[src/rtl/uhist_pkg.sv]
// Shared constants, command/status structs and encodings for the uniform bin histogram.
package uhist_pkg;

   // Default number of counter entries.
   localparam int unsigned MAX_BINS_DEFAULT = 256;

   // Field widths.
   localparam int unsigned REQ_W     = 2;
   localparam int unsigned VAL_W     = 32;
   localparam int unsigned WIDTH_W   = 31;
   localparam int unsigned BINS_W    = 9;
   localparam int unsigned READ_W    = 8;
   localparam int unsigned NUM_W     = 8;
   localparam int unsigned CNT_W     = 32;
   localparam int unsigned CSR_IDX_W = 2;

   // Serial divider length: one quotient bit per cycle.
   localparam int unsigned DIV_STEPS = VAL_W;

   // Request codes.
   localparam logic [REQ_W-1:0] REQ_ADD   = 2'd0;
   localparam logic [REQ_W-1:0] REQ_READ  = 2'd1;
   localparam logic [REQ_W-1:0] REQ_CLEAR = 2'd2;

   // Configuration register indexes.
   localparam logic [CSR_IDX_W-1:0] CSR_LOW_EDGE    = 2'd0;
   localparam logic [CSR_IDX_W-1:0] CSR_BIN_WIDTH   = 2'd1;
   localparam logic [CSR_IDX_W-1:0] CSR_BINS_IN_USE = 2'd2;

   // Configuration reset values.
   localparam logic [VAL_W-1:0]   LOW_EDGE_RESET    = 32'd0;
   localparam logic [WIDTH_W-1:0] BIN_WIDTH_RESET   = 31'd65536;
   localparam logic [BINS_W-1:0]  BINS_IN_USE_RESET = 9'd256;

   // What the datapath loads into the result register.
   typedef enum logic [1:0] {
      EMIT_NONE,
      EMIT_ZERO,
      EMIT_ECHO,
      EMIT_BIN
   } emit_kind_type;

   // Commands from the controller to the datapath.
   typedef struct packed {
      logic          capture;
      logic          div_start;
      logic          idx_quot;
      logic          idx_read;
      logic          idx_zero;
      logic          clr_step;
      logic          mem_rd;
      logic          bump;
      emit_kind_type emit;
   } cmd_type;

   // Status from the datapath to the controller.
   typedef struct packed {
      logic below;
      logic read_ok;
      logic div_done;
      logic clr_last;
   } stat_type;

endpackage

[src/rtl/uhist_ctrl.sv]
// Controller: sequences request handling, the divider wait and the counter clearing sweep.
module uhist_ctrl (
   input  logic                          clock,
   input  logic                          reset,
   input  logic                          start,
   input  logic [uhist_pkg::REQ_W-1:0]   req_type,
   output logic                          busy,
   output uhist_pkg::cmd_type            cmd,
   input  uhist_pkg::stat_type           stat
);
   import uhist_pkg::*;

   typedef enum logic [3:0] {
      ST_INIT,
      ST_IDLE,
      ST_CHECK,
      ST_DIV,
      ST_ADD_RD,
      ST_ADD_UPD,
      ST_RD_CHK,
      ST_RD_RD,
      ST_RD_OUT,
      ST_CLEAR,
      ST_EMPTY
   } state_type;

   state_type state_ff;
   state_type state_in;

   // Commands and next state for each phase.
   always_comb begin
      state_in = state_ff;
      cmd      = '0;
      cmd.emit = EMIT_NONE;
      unique case (state_ff)
         ST_INIT: begin
            cmd.clr_step = 1'b1;
            if (stat.clr_last) begin
               state_in = ST_IDLE;
            end
         end
         ST_IDLE: begin
            if (start) begin
               cmd.capture = 1'b1;
               unique case (req_type)
                  REQ_ADD:   state_in = ST_CHECK;
                  REQ_READ:  state_in = ST_RD_CHK;
                  REQ_CLEAR: begin
                     cmd.idx_zero = 1'b1;
                     state_in     = ST_CLEAR;
                  end
                  default:   state_in = ST_EMPTY;
               endcase
            end
         end
         ST_CHECK: begin
            if (stat.below) begin
               cmd.emit = EMIT_ZERO;
               state_in = ST_IDLE;
            end else begin
               cmd.div_start = 1'b1;
               state_in      = ST_DIV;
            end
         end
         ST_DIV: begin
            if (stat.div_done) begin
               cmd.idx_quot = 1'b1;
               state_in     = ST_ADD_RD;
            end
         end
         ST_ADD_RD: begin
            cmd.mem_rd = 1'b1;
            state_in   = ST_ADD_UPD;
         end
         ST_ADD_UPD: begin
            cmd.bump = 1'b1;
            cmd.emit = EMIT_BIN;
            state_in = ST_IDLE;
         end
         ST_RD_CHK: begin
            if (stat.read_ok) begin
               cmd.idx_read = 1'b1;
               state_in     = ST_RD_RD;
            end else begin
               cmd.emit = EMIT_ECHO;
               state_in = ST_IDLE;
            end
         end
         ST_RD_RD: begin
            cmd.mem_rd = 1'b1;
            state_in   = ST_RD_OUT;
         end
         ST_RD_OUT: begin
            cmd.emit = EMIT_BIN;
            state_in = ST_IDLE;
         end
         ST_CLEAR: begin
            cmd.clr_step = 1'b1;
            if (stat.clr_last) begin
               cmd.emit = EMIT_ZERO;
               state_in = ST_IDLE;
            end
         end
         ST_EMPTY: begin
            cmd.emit = EMIT_ZERO;
            state_in = ST_IDLE;
         end
         default: begin
            state_in = ST_IDLE;
         end
      endcase
   end

   // State register; reset starts the clearing sweep.
   always_ff @(posedge clock) begin
      if (reset) begin
         state_ff <= ST_INIT;
      end else begin
         state_ff <= state_in;
      end
   end

   assign busy = (state_ff != ST_IDLE);

endmodule

[config.mk]
export PLATFORM = sky130hd
export DESIGN_NAME = uhist_ctrl
export DESIGN_NICKNAME = d
export VERILOG_FILES = /design/src/rtl/uhist_pkg.sv /design/src/rtl/uhist_ctrl.sv
export SDC_FILE = /design/constraint.sdc
export NUM_CORES = 1
export LEC_CHECK = 0
export BUFFER_PORTS_ARGS = -buffer_cell sky130_fd_sc_hd__clkbuf_2
export CAP_MARGIN = 30
export CORE_AREA = 5 5 42 44
export DETAILED_ROUTE_END_ITERATION = 10
export DIE_AREA = 0 0 47 49
export PLACE_DENSITY = 0.63
export RECOVER_POWER = 100
export SLEW_MARGIN = 20
export SYNTH_ARGS = -nofsm -noshare
export SYNTH_HDL_FRONTEND = slang
export SYNTH_SLANG_ARGS = --single-unit
[constraint.sdc]
create_clock -name clock -period 1.74 [get_ports clock]
set_input_delay 0.174 -clock clock [delete_from_list [all_inputs] [get_ports clock]]
set_output_delay 0.174 -clock clock [all_outputs]
set_load 0.01 [all_outputs]
Word-level counts from Yosys, hierarchy flattened
Cells that the tools add are included.
Widths: inputs -> output; s select.
- bits in registers: 4
- bits in latches: 0
- memory bits (writable): 0
- bits in read-only memories: 0
- input port bits: 9
- word-level logic and storage cells: 48
- memories: 0
- add/sub/neg operators: 0
- multipliers: 0
- div/mod/pow operators: 0
- $lt $le $gt $ge: 0
- equality and inequality tests: 16
- shift-type cells: 0
- mux-type cells: 25
- bitwise logic cells: 0
- reductions and logical operators: 6
- operators by type and width (kind ; number):
    $pmux 4 s7 ; 1
    $eq 4x3->1 const B ; 4
    $mux 1 ; 16
    $eq 4x4->1 const B ; 3
    $mux 4 ; 3
    $pmux 4 s3 ; 1
    $pmux 2 s5 ; 1
    $eq 4x2->1 const B ; 2
    $reduce_or 2->1 ; 3
    $eq 4x1->1 const B ; 1
    $logic_not 4->1 ; 1
    $mux 2 ; 2
    $ne 2x2->1 const B ; 2
    $ne 4x1->1 const B ; 1
    $mux 3 ; 1
    $reduce_and 3->1 ; 1
    $eq 2x1->1 const B ; 1
    $eq 2x2->1 const B ; 1
    $logic_not 2->1 ; 1
    $ne 2x1->1 const B ; 1

Longest topological paths before layout
Gate-level depths: netlist of the first run.
- depth in word-level cells: 4
- depth in mapped cells: 5
- gate-level depth less buffers: 4

Least setup slack after synthesis of the first run
No wires, ideal clock.
- path type: reg-to-reg
- from: register state_ff[0]
- to: register state_ff[1]
- setup time: 0.073 ns
- arrival: 1.157 ns
- data required time: 1.667 ns
- slack: 0.510 ns
- cell stages (with the launch flop): 5
- path buffers: 1
- clock period less this slack: 1.230 ns
- path through: dfxtp_1 -> buf_2 -> nor4_2 -> nor4_1 -> nor3_2
- longest elaborated chain between the ends: 4
- elaborated cells on any way between the ends: 14
- classes of those cells: 10 x eq/ne; 1 x mux; 3 x reduce/logical
- ends and longest elaborated chain (element ; line ; source):
    from (decl) ; uhist_ctrl.sv:27 ; state_type state_ff;
    from (signal assigned) ; uhist_ctrl.sv:119 ; state_ff <= state_in;
    $eq 4x4->1 / $logic_not 4->1 (equally long branches) ; uhist_ctrl.sv:35 ; unique case (state_ff)
    $reduce_or 2->1 (no line) ; -- ;
    $ne 2x1->1 (no line) ; -- ;
    $reduce_and 3->1 (no line) ; -- ;
Several ways; a longest one is shown, not always the timed one.
A chain may end at the register's enable or synchronous reset.

==> reports/qor.yml, run 1 <==
drv_cap: 0
ios: 20
clkTransAtPathRegs_ns: 0.04
p_per_area_nw_per_um2: 579
cts_made_buffers: 3
final_area_um2: 537
total_leakage_power_nw: 0.232
first_global_vias: 459
drive_gt1_frac: 0.238
criticalPathCategory: "reg -> out"
dieArea_um2: 2300
synthesis.area_um2: 437
drtIter0Drc: 11
setup_viol: 0
vias: 513
drcViolationCount: 0
synth_cells: 61
cts_setup_buffers: 0
diodes: 0
start_kind: "flip-flop"
tritoncts: "done"
antenna_found_initial: 0
slew_violations: 0
area_growth_pct: 22.9
placedCellCount: 93
rsz0062_at_grt: "no"
die_h_um: 49
syn_area_per_cell_um2: 7.16
finalCritPeriodShare: 0.899
place_congestion: 0.813
ys_seq_area_frac: 0.183
switching_share: 0.308
coreArea_um2: 1400
synth_top_cells_by_count: "6 x nor2_1, 5 x a21oi_1, 4 x a31oi_1, 4 x dfxtp_1, 4 x inv_1"
htree_levels: 1
port_buffers: 19
worst_pin_slew_ns: 0.446
clockBufferDepth: 2
finalPower_mw: 0.311
fmax_mhz: 639
largest_reg_flops: 4
postPlaceCellArea_um2: 531
synth-main-ff-cell: "dfxtp_1"
finalSetupTns_ns: 0
n_fill_cell: 178
path_max_fanout: 8
hold_class: "in -> reg"
ys_ff_latch: 4
synth_cell_types: 30
regMostFlops: "state_ff"
slew_headroom: 0.702
wl_mm: 1.14
synthesis.nets: 70
grtUsageTotal: 0.104
grt-ovfl-total: 0
post-dp-hpwl_um: 897
final-seq-area_um2: 82.6
yosysTopAreaCell: "dfxtp_1"
clock-skew-final_ns: 0.000124
fin_cells: 96
postCtsHoldBufs: 0
synth_most_common_cell: "nor2_1"
crit_required_ns: 1.57
whs_path_depth: 2
start_util: 0.312
power.internal_mw: 0.215
synthTopCellsByArea: "dfxtp_1 18%, a21oi_1 5.7%, a31oi_1 5.7%"
synth_edf_count: 0
synthArstFlopShare: 0
end_kind: "output pin"
vias_per_cell: 5.34
power_frac_comb: 0.316
grt_first_pass_wirelength_mm: 1.82
drt_first_pass_iters: 4
p_clk_frac: 0.351
post_drt_wl_per_cell_um: 11.9
grt_max_degree: 17
finalCriticalPeriod_ns: 1.56
p_sw_mw: 0.0955
insertion_delay_ns: 0.22
final_core_util: 0.383
worst-endpoint-arrival_ns: 1.39
post-synth-top-area-fraction: 0.183
drtAntennaViolNets: 0
final_nets: 91
status: "finished, final reports clean"
reg2reg_depth: 4
die_width_um: 47
rows: 14
yosys_warnings: 0
p_seq_frac: 0.332
clockRootBuffer: "clkbuf_4"
clkSinkCount: 4
multiInputGateArea_um2: 293
ir_drop_v: 0.000411
reg_top3: "state_ff x4"
final_hold_viol_count: 0
## routing by layer
metal | global-route usage | vias up | part of all wire
li1 | - | 267 | -
met1 | 0.143 | 223 | 0.43
met2 | 0.152 | 23 | 0.47
met3 | 0.0332 | 0 | 0.10
met4 | 0.0276 | 0 | 0
met5 | 0 | - | 0
## worst max-delay path: stages (launching register included)
cell and delay (ns):
dfxtp_1 0.32, nor2b_1 0.40, nand3_1 0.18, o21ai_0 0.10, clkbuf_1 0.17
## stage by stage
step	hold WS (ns)	setup slack, ns
floorplan	0.244	0.510
global placement	0.396	0.236
detailed placement	0.397	0.258
CTS	0.156	0.0653
global route	0.154	0.0323
finish	0.158	0.175
## power groups by stage
stage	Sequential, mW	Clock [mW]	Combinational, mW
final	0.103	0.109	0.0983
after global routing	0.104	0.121	0.110
after CTS	0.103	0.115	0.102
after detailed placement	0.104	0	0.102
after global placement	0.104	0	0.102
after floorplan	0.101	0	0.0728
## area by class of cell
| cell class | count | area share |
|---|---|---|
| flip-flops and latches | 4 | 0.154 |
| multi-input cells | 47 | 0.545 |
| clock buffers | 3 | 0.0420 |
| inverters | 5 | 0.0396 |
| repair buffers | 21 | 0.182 |
| well taps | 16 | 0.0373 |
## logic make-up (layout without fill, tap and decap cells)
group / count (synthesis) / in the layout / synth area share
buf+inv: 10 / 29 / 0.132
xor+xnor: 1 / 1 / 0.0201
simple gates: 30 / 30 / 0.430
flops: 4 / 4 / 0.183
compound gates: 16 / 16 / 0.235
## cells in the final DEF, fill, tap and decap left out
master and n:
a21oi_1 5, a221oi_1 1, a31oi_1 4, a32o_1 1, and3_1 2, and4_1 1
buf_4 2, clkbuf_1 10, clkbuf_2 9, clkbuf_4 3, dfxtp_1 2, dfxtp_2 2
inv_1 4, inv_4 1, nand2_1 1, nand2b_1 3, nand3_1 2, nand3b_1 1
nor2_1 6, nor2b_1 3, nor3_1 3, nor3_2 1, nor3b_1 1, nor3b_2 1
nor4_1 3, o2111a_1 1, o211ai_1 1, o21ai_0 3, or3_1 1, or3b_1 1
xor2_1 1
## repair_timing
item	CTS	global route
hold endpoints to repair	0	0
resized for setup	0	2
setup endpoints to repair	0	4
## final timing paths
kind | start | end | slack, ns
hold / removal | reset | state_ff[1] | 0.16
hold reg to reg | state_ff[0] | state_ff[3] | 0.68
setup / recovery | state_ff[0] | cmd[0] | 0.18
setup reg to reg | state_ff[0] | state_ff[1] | 0.38
Note: power is estimated with default switching activity, not from simulation.
==> inputs of run 2 (changes only) <==
--- a/config.mk
+++ b/config.mk
@@ -11,7 +11,7 @@
 export DETAILED_ROUTE_END_ITERATION = 10
 export DIE_AREA = 0 0 47 49
 export PLACE_DENSITY = 0.63
-export RECOVER_POWER = 100
+export RECOVER_POWER = 25
 export SLEW_MARGIN = 20
 export SYNTH_ARGS = -nofsm -noshare
 export SYNTH_HDL_FRONTEND = slang
==> run 2 against run 1 <==
Routed wire length fell by 0.97%. Setup slack better by 0.013 ns. Hold slack gained 0.00095 ns. Largest power group unchanged.
==> reports/qor.yml, run 2 (synthesis gave the netlist of run 1 again) <==
insertion_delay_ns: 0.22  # about the same
finalSetupTns_ns: 0  # unchanged
end_kind: "output pin"  # unchanged
htree_levels: 1  # unchanged
drive_gt1_frac: 0.363  # was 0.238
slew_headroom: 0.698  # was 0.702
antenna_found_initial: 0  # unchanged
clkSinkCount: 4  # unchanged
fmax_mhz: 645  # was 639 MHz
layout_commonest_cell: "clkbuf_2"  # was clkbuf_1
post_drt_wl_per_cell_um: 11.8  # was 11.9 um
post_cts_resized: 0  # unchanged
drv_cap: 0  # unchanged
die_width_um: 47  # unchanged
rows: 14  # unchanged
crit_required_ns: 1.57  # about the same
dieArea_um2: 2300  # unchanged
die_h_um: 49  # unchanged
vias: 514  # was 513
first_global_vias: 459  # unchanged
path_max_fanout: 8  # unchanged
p_per_area_nw_per_um2: 567  # was 579 nW/um^2
grt_max_degree: 17  # unchanged
status: "finished, final reports clean"  # unchanged
reg_top3: "state_ff x4"  # unchanged
regMostFlops: "state_ff"  # unchanged
place_congestion: 0.813  # unchanged
tritoncts: "done"  # unchanged
port_buffers: 19  # unchanged
coreArea_um2: 1400  # unchanged
finalCritPeriodShare: 0.892  # was 0.899
largest_reg_flops: 4  # unchanged
drcViolationCount: 0  # unchanged
setup_viol: 0  # unchanged
final_nets: 91  # unchanged
rsz0062_at_grt: "no"  # unchanged
worst-endpoint-arrival_ns: 1.38  # was 1.39 ns
final_core_util: 0.396  # was 0.383
finalPower_mw: 0.314  # was 0.311 mW
drtIter0Drc: 9  # was 11
grt_first_pass_wirelength_mm: 1.82  # unchanged
postCtsHoldBufs: 0  # unchanged
ios: 20  # unchanged
vias_per_cell: 5.35  # was 5.34
finalCriticalPeriod_ns: 1.55  # was 1.56 ns
cts_made_buffers: 3  # unchanged
clockBufferDepth: 2  # unchanged
area_growth_pct: 26.9  # was 22.9%
criticalPathCategory: "reg -> out"  # unchanged
n_fill_cell: 170  # was 178
clockRootBuffer: "clkbuf_4"  # unchanged
cts_setup_buffers: 0  # unchanged
ir_drop_v: 0.000411  # about the same
total_leakage_power_nw: 0.262  # was 0.232 nW
start_util: 0.312  # unchanged
clock-skew-final_ns: 0.000124  # unchanged
grtUsageTotal: 0.104  # unchanged
hold_class: "in -> reg"  # unchanged
drtAntennaViolNets: 0  # unchanged
post-dp-hpwl_um: 897  # unchanged
slew_violations: 0  # unchanged
clkTransAtPathRegs_ns: 0.04  # about the same
layout_common_cells: "18 x clkbuf_2, 6 x nor2_1, 5 x a21oi_1"  # was 10 x clkbuf_1, 9 x clkbuf_2, 6 x nor2_1
dp_slack_ns: 0.258  # unchanged
wl_mm: 1.13  # was 1.14 mm
diodes: 0  # unchanged
drt_first_pass_iters: 4  # unchanged
start_kind: "flip-flop"  # unchanged
layout_setup_ws_ns: 0.189  # was 0.175 ns
worst_pin_slew_ns: 0.452  # was 0.446 ns
grt-ovfl-total: 0  # unchanged
final_hold_viol_count: 0  # unchanged
run 2: cell count changes in the layout (fill, tap and decap cells not counted):
cell,previous run,this run
nor4_1,3,2
clkbuf_1,10,1
nor4_2,0,1
clkbuf_2,9,18
run 2: path summary, 6_finish.rpt:
path	startpoint	to	slack (ns)	cells past startpoint
worst max register to register	state_ff[0]	state_ff[1]	0.40	4
worst min-delay path	reset	state_ff[1]	0.16	2
worst max-delay path	state_ff[0]	cmd[1]	0.19	4
worst min register to register	state_ff[0]	state_ff[3]	0.68	2
run 2: routing by layer:
layer | share of wire | vias to the layer above | wire length (um) | GRT usage
met4 | 0 | 0 | 0 | 0.0276
met1 | 0.44 | 227 | 497 | 0.143
li1 | - | 264 | - | -
met3 | 0.077 | 0 | 87 | 0.0332
met2 | 0.48 | 23 | 542 | 0.152
met5 | 0 | - | 0 | 0
run 2: area by class of cell:
cell class              count  area (um^2)  area share
clock buffers               3         22.5      0.0406
inverters                   5         21.3      0.0384
multi-input cells          47          299       0.540
flip-flops and latches      4         82.6       0.149
well taps                  16         20.0      0.0361
repair buffers             21          109       0.196
run 2: per-stage QoR:
| step | hold WS, ns | cell area [um^2] | instances |
|---|---|---|---|
| global placement | 0.396 | 531 | 93 |
| floorplan | 0.244 | 437 | 61 |
| CTS | 0.156 | 553 | 96 |
| finish | 0.159 | 554 | 96 |
| detailed placement | 0.397 | 531 | 93 |
| global route | 0.154 | 554 | 96 |
run 2: critical path, cell delays in order, from the launching register on:
cell and delay, ns:
dfxtp_1 0.32, nor2b_1 0.40, nand3_1 0.18, o21ai_0 0.10, clkbuf_2 0.15
run 2: power by group:
part	internal [mW]	switching, mW
clock	0.0768	0.0322
combinational	0.0442	0.0581
sequential	0.0969	0.00619
